`src/sapsu_pkg.sv`:
```
package sapsu_pkg;

  localparam int TEXT_DEPTH_DEF  = 65536;
  localparam int MAX_PATTERN_DEF = 64;

  localparam logic [1:0] CMD_TEXT    = 2'd0;
  localparam logic [1:0] CMD_SUFFIX  = 2'd1;
  localparam logic [1:0] CMD_PATTERN = 2'd2;
  localparam logic [1:0] CMD_LOCATE  = 2'd3;

  localparam logic [1:0] ST_FOUND    = 2'd0;
  localparam logic [1:0] ST_NOTFOUND = 2'd1;
  localparam logic [1:0] ST_ZERO     = 2'd2;

  localparam logic CFG_TEXT_LENGTH = 1'b0;
  localparam logic CFG_SEP_COUNT   = 1'b1;

  typedef enum logic [3:0] {
    S_IDLE,
    S_LOC_RD,
    S_LOC_WAIT,
    S_L_MID,
    S_L_CMP,
    S_L_CHECK,
    S_L_CHECK_CMP,
    S_U_MID,
    S_U_CMP,
    S_OUT
  } state_t;

  // controller -> datapath
  typedef struct packed {
    logic load_size;    // lo=0, hi=size-1, keep=hi
    logic start_loc;    // rank read from input address
    logic mid_lower;    // mid = lo + (hi-lo)/2, start suffix read
    logic mid_upper;    // mid = lo + (hi-lo+1)/2
    logic mid_lo;       // mid = lo
    logic cmp_start;    // clear n, begin char compare
    logic cmp_step;     // advance compare
    logic upd_lower;
    logic upd_upper;
    logic set_first;
    logic to_upper;     // hi = keep
    logic set_loc;
    logic set_zero;
    logic set_notfound;
    logic set_found;
    logic clr_pattern;
  } ctl_t;

  // datapath -> controller
  typedef struct packed {
    logic empty;        // size <= 0
    logic lo_lt_hi;
    logic cmp_done;
    logic cmp_full;     // prefix matched whole pattern
    logic zero_seen;
  } sts_t;

endpackage

```
`src/sapsu_ctrl.sv`:
```
module sapsu_ctrl (
  input  logic                clk,
  input  logic                rst_n,
  input  logic                go_search,
  input  logic                go_locate,
  input  logic                out_free,
  input  sapsu_pkg::sts_t     sts,
  output sapsu_pkg::ctl_t     ctl,
  output logic                busy,
  output logic                res_valid
);

  sapsu_pkg::state_t state_r, state_nxt;

  always_ff @(posedge clk) begin
    if (!rst_n) begin
      state_r <= sapsu_pkg::S_IDLE;
    end else begin
      state_r <= state_nxt;
    end
  end

  always_comb begin
    state_nxt = state_r;
    case (state_r)
      sapsu_pkg::S_IDLE: begin
        if (go_locate) begin
          state_nxt = sapsu_pkg::S_LOC_RD;
        end else if (go_search) begin
          if (sts.zero_seen || sts.empty) state_nxt = sapsu_pkg::S_OUT;
          else state_nxt = sapsu_pkg::S_L_MID;
        end
      end
      sapsu_pkg::S_LOC_RD:   state_nxt = sapsu_pkg::S_LOC_WAIT;
      sapsu_pkg::S_LOC_WAIT: state_nxt = sapsu_pkg::S_OUT;
      sapsu_pkg::S_L_MID: begin
        if (sts.lo_lt_hi) state_nxt = sapsu_pkg::S_L_CMP;
        else state_nxt = sapsu_pkg::S_L_CHECK;
      end
      sapsu_pkg::S_L_CMP: begin
        if (sts.cmp_done) state_nxt = sapsu_pkg::S_L_MID;
      end
      sapsu_pkg::S_L_CHECK: state_nxt = sapsu_pkg::S_L_CHECK_CMP;
      sapsu_pkg::S_L_CHECK_CMP: begin
        if (sts.cmp_done) begin
          if (sts.cmp_full) state_nxt = sapsu_pkg::S_U_MID;
          else state_nxt = sapsu_pkg::S_OUT;
        end
      end
      sapsu_pkg::S_U_MID: begin
        if (sts.lo_lt_hi) state_nxt = sapsu_pkg::S_U_CMP;
        else state_nxt = sapsu_pkg::S_OUT;
      end
      sapsu_pkg::S_U_CMP: begin
        if (sts.cmp_done) state_nxt = sapsu_pkg::S_U_MID;
      end
      sapsu_pkg::S_OUT: begin
        if (out_free) state_nxt = sapsu_pkg::S_IDLE;
      end
      default: state_nxt = sapsu_pkg::S_IDLE;
    endcase
  end

  always_comb begin
    ctl       = '0;
    busy      = 1'b1;
    res_valid = 1'b0;
    case (state_r)
      sapsu_pkg::S_IDLE: begin
        busy = 1'b0;
        if (go_locate) begin
          ctl.start_loc = 1'b1;
        end else if (go_search) begin
          ctl.clr_pattern = 1'b1;
          ctl.load_size   = 1'b1;
          if (sts.zero_seen) ctl.set_zero = 1'b1;
          else if (sts.empty) ctl.set_notfound = 1'b1;
        end
      end
      sapsu_pkg::S_LOC_RD: ctl.set_loc = 1'b1;
      sapsu_pkg::S_L_MID: begin
        if (sts.lo_lt_hi) ctl.mid_lower = 1'b1;
        else ctl.mid_lo = 1'b1;
      end
      sapsu_pkg::S_L_CMP: begin
        ctl.cmp_step = 1'b1;
        if (sts.cmp_done) ctl.upd_lower = 1'b1;
      end
      sapsu_pkg::S_L_CHECK: ctl.cmp_start = 1'b1;
      sapsu_pkg::S_L_CHECK_CMP: begin
        ctl.cmp_step = 1'b1;
        if (sts.cmp_done) begin
          if (sts.cmp_full) begin
            ctl.set_first = 1'b1;
            ctl.to_upper  = 1'b1;
          end else begin
            ctl.set_notfound = 1'b1;
          end
        end
      end
      sapsu_pkg::S_U_MID: begin
        if (sts.lo_lt_hi) ctl.mid_upper = 1'b1;
        else ctl.set_found = 1'b1;
      end
      sapsu_pkg::S_U_CMP: begin
        ctl.cmp_step = 1'b1;
        if (sts.cmp_done) ctl.upd_upper = 1'b1;
      end
      sapsu_pkg::S_OUT: res_valid = 1'b1;
      default: ;
    endcase
  end

endmodule

```
`config.mk`:
```
export PLATFORM = sky130hd
export DESIGN_NAME = sapsu_ctrl
export DESIGN_NICKNAME = d
export VERILOG_FILES = /design/src/sapsu_pkg.sv /design/src/sapsu_ctrl.sv
export SDC_FILE = /design/constraint.sdc
export NUM_CORES = 1
export LEC_CHECK = 0
export BUFFER_PORTS_ARGS = -buffer_cell sky130_fd_sc_hd__buf_2
export CAP_MARGIN = 20
export CORE_AREA = 2 2 39 41
export CTS_CLUSTER_SIZE = 30
export DETAILED_ROUTE_END_ITERATION = 12
export DIE_AREA = 0 0 41 43
export PLACE_DENSITY = 0.72
export RECOVER_POWER = 25
export REMOVE_ABC_BUFFERS = 1
export SLEW_MARGIN = 20
export SYNTH_ARGS = -nofsm -noshare
export SYNTH_HDL_FRONTEND = slang
export SYNTH_SLANG_ARGS = --single-unit
export TNS_END_PERCENT = 30
```
`constraint.sdc`:
```
create_clock -name clk -period 2.2 [get_ports clk]
set_input_delay 0.44 -clock clk [delete_from_list [all_inputs] [get_ports clk]]
set_output_delay 0.44 -clock clk [all_outputs]
set_load 0.05 [all_outputs]
```
==> out/qor.yml <==
endpoint_kind: "output port"
reg2reg_slack_ns: 0.57
rsz0062_at_grt: "no"
hold_viol: 0
ys_seq_area_share_pct: 15.2
drcViolationCount: 0
status: "complete, no violations"
place_inst: 111
cp_slowest_cell: "dfxtp_1"
port_buffers: 27
hp-start: "rst_n"
ir_worst_vdd_mv: 0.950
clock_skew_ns: 0.00438
r2r_cells: 4
path_cells: "nor4_4 > nand3b_1 > inv_1 > and2_1 > buf_2"
clock-root-buffer: "clkbuf_4"
grt_usage_pct: 18.2
vias_per_cell: 5.41
die_w_um: 41
syn_area_um2: 528
synth.area.top_cells: "dfxtp_1 15%, nor2_1 7.8%, nand2b_1 5.9%, buf_4 5.7%, nand2_1 4.3%"
avgSynthCellArea_um2: 7.14
regMostFlops: "state_r"
path_class: "reg2out"
async_reset_ff_share_pct: 0
r2r-end: "state_r[0]$_SDFFE_PN0P_"
cts_buffers: 3
tightest_slew_ns: 0.598
dieArea_um2: 1760
synth-seq-cells: 4
grt_max_degree: 16
synth.distinct_cells: 33
clk_path_buf_depth: 2
hold_end: "state_r[1]$_SDFFE_PN0P_"
clkTransAtPathRegs_ns: 0.04
synth_ff_type: "dfxtp_1"
critPathArrivalTime_ns: 1.64
hold_class: "in2reg"
rows: 14
crit_family: "simple AND/OR/NAND/NOR gates"
slew_violations: 0
clkLatencyLatePin_ns: 0.24
initial_core_util_pct: 38.2
synth_edf_count: 0
fin_nets: 111
synth_cells: 74
antenna_cells: 0
fin_crit_ns: 2.08
drive_above_1_share_pct: 36.4
wl_per_cell_um: 11.9
synth_top_area_share_pct: 15.2
cellLeakagePower_nw: 0.318
drtIter0Drc: 11
area_growth_pct: 25.6
h-tree-depth: 1
yosysMostFrequentCell: "nor2_1"
grt_pass1_vias: 510
period_share_pct: 94.3
hpwl_um: 1070
tns_ns: 0
setup_viol: 0
core_um2: 1380
whs_ns: 0.506
max_slew_margin_pct: 60.3
synth_largest_area_cell: "dfxtp_1"
timing.fmax_mhz: 482
routabilityCongestion: 0.830
ios: 28
cts_tree: "built"
grt_overflow: 0
startpoint_type: "flip-flop"
die_h_um: 43
yosys_warnings: 0
p_per_area_nw_per_um2: 1650
antenna_found_initial: 0
largest_reg_flops: 4
utilization_pct: 47.9
dr.pass1.iters: 4
grt_first_pass_wirelength_um: 2240
crit_path_max_fanout: 14
hold_depth: 2
yosys-top-cells-count: "11 x nor2_1, 6 x nand2_1, 5 x nand2b_1"
wl_um: 1370
finalNonFillerCells: 115
clock_sinks: 4
r2r-start: "state_r[3]$_SDFFE_PN0P_"
slowest_delay_ns: 0.43
critPathRequiredTime_ns: 1.76
reg_top3: "state_r x4"
crit_buf_inv: 2
vias: 622
cap_viol_max_count: 0
ant_nets: 0
-- report_power, final --
group / internal (W) / total, W / switching, W
sequential: 0.000108 / 0.000196 / 0.0000880
combinational: 0.000276 / 0.000803 / 0.000527
clock: 0.0000611 / 0.0000926 / 0.0000315
-- cells by family after synthesis --
family / Yosys count / share of synthesized area (%)
flip-flops: 4 / 15.2
multiplexers: 1 / 1.90
AND/OR/NAND/NOR: 39 / 43.4
AO/OA/AOI/OAI: 18 / 25.6
XOR/XNOR: 1 / 1.66
buffers and inverters: 11 / 12.3
-- layer usage --
layer  track usage, %  up-vias  wire [µm]
met2             25.9       23        680
met5                0        -          0
met3             6.28        2         97
met1             24.7      287        586
li1                 -      310          -
met4             6.00        0          9
-- layout by cell type, fill, tap and decap left out, types with 3 or more instances in the layout --
cell type	instances
o21ai_0	4
nor3_1	4
and2_1	3
buf_2	26
nand2_1	6
inv_1	4
nor2_1	11
clkbuf_4	3
nand2b_1	5
a21oi_1	3
-- through the flow --
stage	setup slack [ns]	power (W)	cell area [µm²]
after floorplan	-1.09	0.000805	478
after global placement	0.346	0.000977	641
after detailed placement	0.308	0.000982	641
after CTS	0.0490	0.00108	663
after global routing	0.0305	0.00116	663
final	0.125	0.00109	663
-- worst reg2reg max path, cell delays in order (launching register included) --
cell and delay (ns):
dfxtp_1 0.58, nor3b_2 0.31, a22oi_1 0.16, and3_2 0.22, a32o_1 0.24
-- what timing repair did --
item                                   CTS  global route
setup endpoints to repair                0             4
resized for setup                        0             2
hold buffers                             0             0
endpoints found under the hold margin    0             0
setup buffers                            0             1
-- how the worst max path moves through the flow --
stage,from,end,cells after the start
3_5_place_dp,state_r[3]$_SDFFE_PN0P_,ctl[3],5
5_1_grt,state_r[3]$_SDFFE_PN0P_,ctl[3],5
2_1_floorplan,state_r[2]$_SDFFE_PN0P_,ctl[5],2
6_report,state_r[3]$_SDFFE_PN0P_,ctl[3],5
3_3_place_gp,state_r[2]$_SDFFE_PN0P_,ctl[2],3
4_1_cts,state_r[3]$_SDFFE_PN0P_,ctl[3],5
-- cell type report --
type	instances	area, µm²
Multi-Input combinational cell	59	374
Clock buffer	3	22.5
Tap cell	16	20.0
Inverter	4	15.0
Timing Repair Buffer	29	149
Sequential cell	4	82.6
Fill cell	146	721
Note: power is estimated with default switching activity, not from simulation.
